==> src/sv/lwsc_pkg.sv <==
// ----------------------------------------------------------------------------
// lwsc_pkg
// Shared types and constants for the LCG word stream cipher.
// ----------------------------------------------------------------------------
package lwsc_pkg;

  // Generator constants: state = state * LCG_MUL + LCG_INC (mod 2^32).
  localparam logic [31:0] LCG_MUL = 32'h41C6_4E6D;
  localparam logic [31:0] LCG_INC = 32'h0000_6073;

  // Word position counter saturates at its all-ones value.
  localparam int unsigned POS_W = 13;
  localparam logic [POS_W-1:0] POS_MAX = {POS_W{1'b1}};

  // Header words that pass through unchanged.
  localparam logic [POS_W-1:0] HEADER_WORDS = POS_W'(4);

  // Configuration register widths and reset values.
  localparam int unsigned BLOCK_WORDS_W = 10;
  localparam int unsigned BLOCK_COUNT_W = 5;
  localparam int unsigned CFG_DATA_W = 10;
  localparam logic [BLOCK_WORDS_W-1:0] BLOCK_WORDS_RST = BLOCK_WORDS_W'(16);
  localparam logic [BLOCK_COUNT_W-1:0] BLOCK_COUNT_RST = BLOCK_COUNT_W'(4);

  // Region end: header plus block_words * block_count, wide enough for the
  // largest product plus the header.
  localparam int unsigned BLOCK_END_W = 16;

  // Configuration register indexes.
  localparam logic REG_BLOCK_WORDS = 1'b0;
  localparam logic REG_BLOCK_COUNT = 1'b1;

  // One input beat as held in the input register.
  typedef struct packed {
    logic [15:0] word;
    logic [31:0] seed;
    logic        first;
    logic        full;
    logic        last;
  } lwsc_item_t;

  // One result beat.
  typedef struct packed {
    logic [15:0] word;
    logic        last;
  } lwsc_result_t;

endpackage

==> src/sv/lwsc_keystream.sv <==
// ----------------------------------------------------------------------------
// lwsc_keystream
// Keystream generator state, word position tracking and the XOR of one word.
// The result is combinational; state moves forward when step is high.
// ----------------------------------------------------------------------------
module lwsc_keystream
  import lwsc_pkg::*;
(
  input  logic                     clk,
  input  logic                     rst,
  input  logic                     step,
  input  lwsc_item_t               item,
  input  logic [BLOCK_WORDS_W-1:0] block_words,
  input  logic [BLOCK_COUNT_W-1:0] block_count,
  output lwsc_result_t             result
);

  logic [31:0]            lcg_state;
  logic [31:0]            lcg_state_next;
  logic [31:0]            saved_seed;
  logic [POS_W-1:0]       word_position;
  logic [POS_W-1:0]       word_position_next;
  logic [BLOCK_END_W-1:0] block_end;

  logic [POS_W-1:0] pos;
  logic [31:0]      seed_src;
  logic [31:0]      state_cur;
  logic [31:0]      state_base;
  logic [31:0]      stepped;
  logic             in_region;
  logic             restart;

  // The region end is registered from the configuration registers.
  always_ff @(posedge clk) begin
    if (rst) begin
      block_end <= BLOCK_END_W'(HEADER_WORDS)
                 + BLOCK_END_W'(BLOCK_WORDS_RST) * BLOCK_END_W'(BLOCK_COUNT_RST);
    end else begin
      block_end <= BLOCK_END_W'(HEADER_WORDS)
                 + BLOCK_END_W'(block_words) * BLOCK_END_W'(block_count);
    end
  end

  // A first word starts the record at position zero with its own seed.
  always_comb begin
    pos       = item.first ? '0 : word_position;
    seed_src  = item.first ? item.seed : saved_seed;
    state_cur = item.first ? item.seed : lcg_state;
    in_region = (pos >= HEADER_WORDS);
    restart   = (pos == HEADER_WORDS)
             || ((BLOCK_END_W'(pos) == block_end) && (pos != POS_MAX));
  end

  // The generator restarts from the seed at the start of each region.
  always_comb begin
    state_base = (in_region && restart) ? seed_src : state_cur;
    stepped    = state_base * LCG_MUL + LCG_INC;
  end

  // Next state and the XORed word.
  always_comb begin
    lcg_state_next = state_cur;
    result.word    = item.word;
    result.last    = item.last;
    if (in_region) begin
      if (item.full) begin
        lcg_state_next = stepped;
        result.word    = item.word ^ stepped[31:16];
      end else begin
        lcg_state_next = state_base;
      end
    end
    word_position_next = (pos != POS_MAX) ? pos + POS_W'(1) : POS_MAX;
  end

  always_ff @(posedge clk) begin
    if (rst) begin
      lcg_state     <= '0;
      saved_seed    <= '0;
      word_position <= '0;
    end else if (step) begin
      lcg_state     <= lcg_state_next;
      saved_seed    <= seed_src;
      word_position <= word_position_next;
    end
  end

endmodule

==> src/sv/lcg_word_stream_cipher.sv <==
// Path: an accepted beat waits in the input register and is loaded into the result
// register once that register is empty or being drained; the receiver takes it there.
// Throughput: one word per cycle unless stalled; the 32-bit generator step is the loop.
// The input register and the result register are both one deep, so a stalled
// output holds one result while one more beat waits in the input register.
// Reset: synchronous; generator state, seed and position clear to zero.
// ----------------------------------------------------------------------------
// lcg_word_stream_cipher
// XORs a record of 16-bit words with an LCG keystream after a plain header,
// restarting the generator from the seed at the start and at the end of the block region.
// Reset also returns the configuration registers to 16 block words and 4 blocks.
// ----------------------------------------------------------------------------
module lcg_word_stream_cipher
  import lwsc_pkg::*;
(
  input  logic                  clk,
  input  logic                  rst,
  // Configuration write port
  input  logic                  cfg_write,
  input  logic                  cfg_index,
  input  logic [CFG_DATA_W-1:0] cfg_data,
  // Input channel
  input  logic                  in_valid,
  output logic                  in_stall,
  input  logic [15:0]           word_in,
  input  logic [31:0]           seed_value,
  input  logic                  first,
  input  logic                  full_word,
  input  logic                  last_in,
  // Output channel
  output logic                  out_valid,
  input  logic                  out_stall,
  output logic [15:0]           word_out,
  output logic                  last_out
);

  logic [BLOCK_WORDS_W-1:0] block_words;
  logic [BLOCK_COUNT_W-1:0] block_count;

  lwsc_item_t   in_item;
  logic         in_full;
  lwsc_result_t core_result;
  logic         advance;
  logic         in_accept;

  // Configuration registers.
  always_ff @(posedge clk) begin
    if (rst) begin
      block_words <= BLOCK_WORDS_RST;
      block_count <= BLOCK_COUNT_RST;
    end else if (cfg_write) begin
      unique case (cfg_index)
        REG_BLOCK_WORDS: block_words <= cfg_data[BLOCK_WORDS_W-1:0];
        REG_BLOCK_COUNT: block_count <= cfg_data[BLOCK_COUNT_W-1:0];
        default:         block_words <= block_words;
      endcase
    end
  end

  // A beat moves from the input register to the result register whenever
  // the result register is empty or being drained.
  assign advance   = in_full && (!out_valid || !out_stall);
  assign in_stall  = in_full && !advance;
  assign in_accept = in_valid && !in_stall;

  // Input register.
  always_ff @(posedge clk) begin
    if (rst) begin
      in_full <= 1'b0;
    end else if (in_accept) begin
      in_full <= 1'b1;
    end else if (advance) begin
      in_full <= 1'b0;
    end
  end

  always_ff @(posedge clk) begin
    if (in_accept) begin
      in_item.word  <= word_in;
      in_item.seed  <= seed_value;
      in_item.first <= first;
      in_item.full  <= full_word;
      in_item.last  <= last_in;
    end
  end

  // Keystream state and word XOR.
  lwsc_keystream u_keystream (
    .clk         (clk),
    .rst         (rst),
    .step        (advance),
    .item        (in_item),
    .block_words (block_words),
    .block_count (block_count),
    .result      (core_result)
  );

  // Result register.
  always_ff @(posedge clk) begin
    if (rst) begin
      out_valid <= 1'b0;
    end else if (advance) begin
      out_valid <= 1'b1;
    end else if (!out_stall) begin
      out_valid <= 1'b0;
    end
  end

  always_ff @(posedge clk) begin
    if (advance) begin
      word_out <= core_result.word;
      last_out <= core_result.last;
    end
  end

endmodule
==> config.mk <==
export PLATFORM = sky130hd
export DESIGN_NAME = lcg_word_stream_cipher
export DESIGN_NICKNAME = d
export VERILOG_FILES = /design/src/sv/lwsc_pkg.sv /design/src/sv/lwsc_keystream.sv /design/src/sv/lcg_word_stream_cipher.sv
export SDC_FILE = /design/constraint.sdc
export NUM_CORES = 1
export LEC_CHECK = 0
export BUFFER_PORTS_ARGS = -buffer_cell sky130_fd_sc_hd__buf_2
export CAP_MARGIN = 25
export CORE_MARGIN = 5
export CORE_UTILIZATION = 60
export CTS_CLUSTER_DIAMETER = 40
export DETAILED_ROUTE_END_ITERATION = 12
export GPL_TIMING_DRIVEN = 0
export PLACE_DENSITY = 0.78
export SYNTH_ARGS = -nofsm -noshare
export SYNTH_HDL_FRONTEND = slang
export SYNTH_SLANG_ARGS = --single-unit
==> constraint.sdc <==
create_clock -name clk -period 15.3 [get_ports clk]
set_clock_uncertainty 0.1 [all_clocks]
set_input_delay 2.295 -clock clk [delete_from_list [all_inputs] [get_ports clk]]
set_output_delay 2.295 -clock clk [all_outputs]
set_load 0.02 [all_outputs]
==> results by group, run 1 <==
Outcome
  – Outcome: completed

STA
  – Final setup margin: 2040 ps
  – Final hold slack: 344 ps
  – Setup TNS: 0 ps
  – Final min period: 13260 ps
  – Slew margin rel.: 26.0%
  – Max Fclk: 0.0754 GHz
  – Setup violators final: 0
  – Fin. max-slew vios: 0
  – Fin crit share: 86.6%
  – Final hold viol count: 0
  – Unrepaired setup endpoints after global routing: false
  – Tightest Pin Transition: 1110 ps

Routing
  – Vias/cell: 5.73
  – Final ANT Viol Nets: 0
  – Drt first pass iters: 6
  – DRC: 0
  – Routed Wire Length: 49800 µm
  – Via Count: 14506
  – Routed len/inst: 19.7 µm
  – DRT iter0 DRCs: 1446

Clock tree
  – Post-CTS setup buffers: 0
  – Clk pin slew, worst setup/hold paths: 70 ps
  – H-tree depth: 4
  – Max clock buf depth: 2
  – Clock root cell: clkbuf_16
  – Number of CTS-inserted buffers: 17
  – Post-CTS Hold Buffers: 0
  – CTS tree: yes
  – Clock sink count: 178
  – Gates resized, CTS repair: 0
  – Clock Latency Late Sink: 460 ps

Logic synthesis
  – Simple-Gate Fraction of Synth Area: 11.6%
  – Post-synth EDFFs: 68
  – Synth Area in Compound Gates: 10.3%
  – XOR/XNOR Fraction of Synth Area: 4.94%
  – Mean Syn Cell Area: 9.16 µm²
  – Synth Area in Adders: 37.9%
  – Yosys reg bits: 178
  – Post-synth top flop: dfxtp_1
  – Syn Inst Count: 2014
  – Synth async-reset ratio: 0%
  – Mapped cell area: 18500 µm²
  – Mux contribution to synthesized area: 2.18%
  – Synth cell types: 80
  – YS warnings: 0
  – Post-Syn Nets: 2517
  – Largest family of logic cells by synthesized area: adder cells
  – Sequential fraction of the synthesis area: 23.0%

Flow run
  – MaxCap Viol Count: 0

Cells and area
  – Layout overhead on the synthesized area: 8.52%
  – Count of non-filler cells in the finished layout: 2533
  – # nets final: 2626
  – Share of cells above drive strength 1: 7.72%
  – FF/Latch Area: 4240 µm²
  – Area occupied by multi-input gates: 12400 µm²
  – Commonest non-fill, non-tap cell in the layout: inv_1
  – # fillers: 2454
  – Most frequent cells in the layout: inv_1, ha_1, nand2_1, fa_1, nor2_1

Global routing
  – Total GRT Usage: 29.7%
  – Initial antenna violation count: 1
  – First-pass GRT wire length: 78600 µm
  – Vias in the first global route: 14679
  – Remaining Overflow, GRT: 0
  – Largest net degree at the start of global routing: 28

Floorplanning
  – Die span in y: 185 µm
  – CORE AREA: 30500 µm²
  – Io pins: 86
  – Die W: 185 µm
  – Die area: 34400 µm²
  – Site Rows: 64
  – Initial Utilization: 60.5%

Placed design
  – Dpl hpwl: 40800 µm
  – Port bufs: 84
  – Dpl cells: 2500
  – Worst slack, placed: 2330 ps
  – RD Place Congestion: 0.980

Setup path
  – Max incr delay on CP: 730 ps
  – Crit. End Element: flop
  – Worst Setup Start Kind: flop
  – CP required: 15380 ps
  – Slowest CP cell: a21oi_2
  – CP max FO: 11
  – Arrival time at the worst endpoint: 13340 ps
  – Setup CP Type: reg -> reg

Worst hold path
  – Hold Crit Class: reg -> reg
layout make-up:
| class | instances | share of cell area [%] |
|---|---|---|
| buffer | 67 | 1.50 |
| clock inverter | 13 | 0.606 |
| sequential | 178 | 21.2 |
| timing repair buffer | 90 | 2.41 |
| clock buffer | 19 | 2.27 |
| inverter | 417 | 7.81 |
| multi-input combinational | 1352 | 61.7 |
| antenna | 1 | 0.0125 |
| tap | 396 | 2.47 |
path summary, 6_finish.rpt:
path | start | to | slack [ps] | cells past startpoint
setup / recovery | in_item[2] | word_out[14] | 2040 | 42
hold / removal | in_item[0] | last_out | 340 | 0
setup reg to reg | in_item[2] | word_out[14] | 2040 | 42
hold reg to reg | in_item[0] | last_out | 340 | 0
cells in the mapped netlist, drive strengths merged (3+ instances only):
master	number	area, µm²
nand4	11	68.8
nor4	6	65.1
edfxtp	68	2040
buf	24	136
nand3	15	75.1
and2	24	150
nand3b	4	30.0
inv	416	1560
nor3	34	175
nor4bb	3	30.0
dfxtp	110	2200
and3	10	62.6
a221oi	3	26.3
o31ai	4	43.8
or2	3	18.8
or3	3	18.8
nand2b	13	88.8
a21oi	119	599
o31a	3	26.3
a311oi	8	76.3
ha	232	2900
o21a	8	61.3
a31oi	13	87.6
and4	3	30.0
a21o	18	135
clkbuf	43	163
mux2i	38	380
a211oi	9	67.6
a21boi	5	37.5
nand2	206	773
o211ai	4	30.0
nor2b	8	50.1
fa	204	4080
o21bai	15	113
a22oi	7	52.6
xor2	38	333
xnor2	61	534
a31o	4	35.0
o21ai	69	353
nor2	122	477
metrics by stage:
stage / area [µm²] / util (%)
2_1_floorplan: 18500 / -
6_report: 20000 / 65.6
5_1_grt: 20000 / 65.6
3_3_place_gp: 19400 / 63.5
3_5_place_dp: 19500 / 63.8
4_1_cts: 20000 / 65.6
cell families (layout without fill, tap and decap cells):
family | after synthesis | after routing
AO/OA/AOI/OAI | 306 | 306
flip-flops | 178 | 178
AND/OR/NAND/NOR | 469 | 469
XOR/XNOR | 101 | 101
other | 0 | 1
multiplexers | 40 | 40
buffers and inverters | 484 | 606
adder cells (fa/ha/maj) | 436 | 436
state kept, by name (all words and copies together), names as in the netlist:
| register | cells |
|---|---|
| u_keystream.lcg_state | 32 |
| in_full | 1 |
| u_keystream.block_end | 16 |
| u_keystream.word_position | 13 |
| in_item | 51 |
| last_out | 1 |
| out_valid | 1 |
| u_keystream.saved_seed | 32 |
| word_out | 16 |
| block_count | 5 |
| block_words | 10 |
worst max-delay path, delay by kind of cell (launching register included):
family	cells	cell delay (ps)
adders and majority gates	10	4110
AOI/OAI and AO/OA	6	2110
muxes	1	150
xor gates and xnor gates	2	350
and+or+nand+nor	11	2530
buffers and inverters	12	3190
DFF	1	420
per-layer routing:
layer / routed length, µm / track usage [%]
met5: 0 / 0
met4: 1860 / 10.7
met3: 4050 / 4.58
met2: 23600 / 48.9
met1: 20300 / 40.0
Power of run 1 is left out: the tool's default activity adds up to more than one toggle a clock period on the data nets, which glitch-free logic cannot reach.
==> run 2, diff against run 1 <==
CORE_UTILIZATION = 45   (was 60)
PLACE_DENSITY = default   (was 0.78)
==> results by group, run 2 (synthesized netlist as in run 1, its figures left out) <==
Cells and area
  – Share of cells above drive strength 1: 7.91% (+0.19 points)
  – Max reg flops: 51 (unchanged)
  – Most frequent cells in the layout: inv_1, ha_1, nand2_1, fa_1, nor2_1
  – Commonest non-fill, non-tap cell in the layout: inv_1
  – Number of diodes: 0 (-1)
  – # nets final: 2626 (unchanged)
  – Regs by FF count: in_item (51), u_keystream.lcg_state (32), u_keystream.saved_seed (32)
  – Post-layout utilization of the core: 49.7% (-16 points)
  – Final instance area: 20300 µm² (+1.2%)
  – Layout overhead on the synthesized area: 9.78%
  – Largest register by flop count: in_item

Routing
  – Routed len/inst: 19.1 µm (-2.8%)
  – Via Count: 14265 (-1.7%)
  – Routed Wire Length: 51000 µm (+2.3%)
  – Drt first pass iters: 6 (unchanged)
  – DRT iter0 DRCs: 1034 (-28%)
  – DRC: 0 (unchanged)
  – Final ANT Viol Nets: 0 (unchanged)
  – Vias/cell: 5.35 (-6.6%)

Clock tree
  – Clock root cell: clkbuf_16
  – Post-CTS setup buffers: 0 (unchanged)
  – Clk pin slew, worst setup/hold paths: 70 ps (about the same)
  – Max clock buf depth: 2 (unchanged)
  – Post-CTS Hold Buffers: 0 (unchanged)
  – Number of CTS-inserted buffers: 17 (unchanged)
  – Clock sink count: 178 (unchanged)
  – Clock Latency Late Sink: 470 ps (about the same)
  – H-tree depth: 4 (unchanged)
  – CTS tree: yes
  – Gates resized, CTS repair: 0 (unchanged)

Global routing
  – M1 GR Usage: 31.8% (-8.1 points)
  – First-pass GRT wire length: 80800 µm (+2.8%)
  – Vias in the first global route: 14588 (-0.62%)
  – Routing usage on met2: 37.5% (-11 points)
  – Met3 GRT Util: 4.34% (-0.24 points)
  – Remaining Overflow, GRT: 0 (unchanged)
  – Total GRT Usage: 23.3% (-6.3 points)
  – Largest net degree at the start of global routing: 27 (-3.6%)
  – Layer with the highest usage: met2
  – Initial antenna violation count: 0 (-1)

Floorplanning
  – Die area: 45200 µm² (+31%)
  – Initial Utilization: 45.3% (-15 points)
  – Io pins: 86 (unchanged)
  – CORE AREA: 40700 µm² (+34%)
  – Die W: 213 µm (+15%)
  – Site Rows: 74 (+16%)
  – Die span in y: 213 µm (+15%)

STA
  – Tightest Pin Transition: 1030 ps (-81.6 ps)
  – Setup violators final: 0 (unchanged)
  – Final hold viol count: 0 (unchanged)
  – Unrepaired setup endpoints after global routing: false
  – Slew margin rel.: 31.0% (+5.0 points)
  – Max Fclk: 0.0756 GHz (+0.26%)
  – Setup TNS: 0 ps (unchanged)
  – Fin. max-slew vios: 0 (unchanged)
  – Final min period: 13220 ps (-33.9 ps)
  – Fin crit share: 86.4% (-0.22 points)

Placed design
  – RD Place Congestion: 0.969 (-1.1%)
  – Dpl hpwl: 42100 µm (+3.1%)
  – Placed inst area: 19600 µm² (+1.0%)
  – Port bufs: 84 (unchanged)

Setup path
  – Crit. End Element: flop
  – Most used cell along the critical path: fa_1
  – Worst Setup Start Kind: flop
  – CP max FO: 10 (-1)
  – Arrival time at the worst endpoint: 13320 ps (-20 ps)
  – Slowest CP cell: o21ai_1
  – Setup CP Type: reg -> reg
  – Max incr delay on CP: 800 ps (+70 ps)
  – CP required: 15400 ps (+20 ps)

Flow run
  – MaxCap Viol Count: 0 (unchanged)

Worst hold path
  – Hold Crit Class: reg -> reg

Outcome
  – Outcome: completed
[run 2: layout make-up]
cell class                      count  area [µm²]
Buffer                             67         300
Clock buffer                       17         425
Clock inverter                     15         189
Fill cell                        3889       20500
Inverter                          417        1570
Multi-Input combinational cell   1352       12400
Sequential cell                   178        4240
Tap cell                          532         666
Timing Repair Buffer               90         505
[run 2: through the flow]
step,hold WS (ps),instances,worst slack (ps)
finish,333,2668,2080
detailed placement,323,2636,2290
global route,340,2668,1490
floorplan,300,2014,4880
global placement,301,2630,1670
CTS,340,2668,2250
[run 2: worst paths after layout]
| check | from | end | slack (ps) | depth (start not counted) |
|---|---|---|---|---|
| worst max-delay path | in_item[2] | word_out[14] | 2080 | 43 |
| worst min-delay path | in_item[0] | last_out | 330 | 0 |
| worst max register to register | in_item[2] | word_out[14] | 2080 | 43 |
| worst min register to register | in_item[0] | last_out | 330 | 0 |
[run 2: critical path: cells and delay by family (launching register included)]
family          cells  cell delay (ps)
mux                 1              140
compound gates     11             2730
xor+xnor            2              490
fa+ha+maj          10             4260
simple gates        8             1730
buf+inv            11             3010
flops               1              450
[run 2: per-layer routing]
layer | routed length [µm] | up-vias | share of wire (%)
met5 | 0 | - | 0
met4 | 1740 | 0 | 3.4
met3 | 3370 | 87 | 6.6
met2 | 23800 | 512 | 47
met1 | 22100 | 6975 | 43
li1 | - | 6691 | -
Power of run 2 is left out for the same reason.
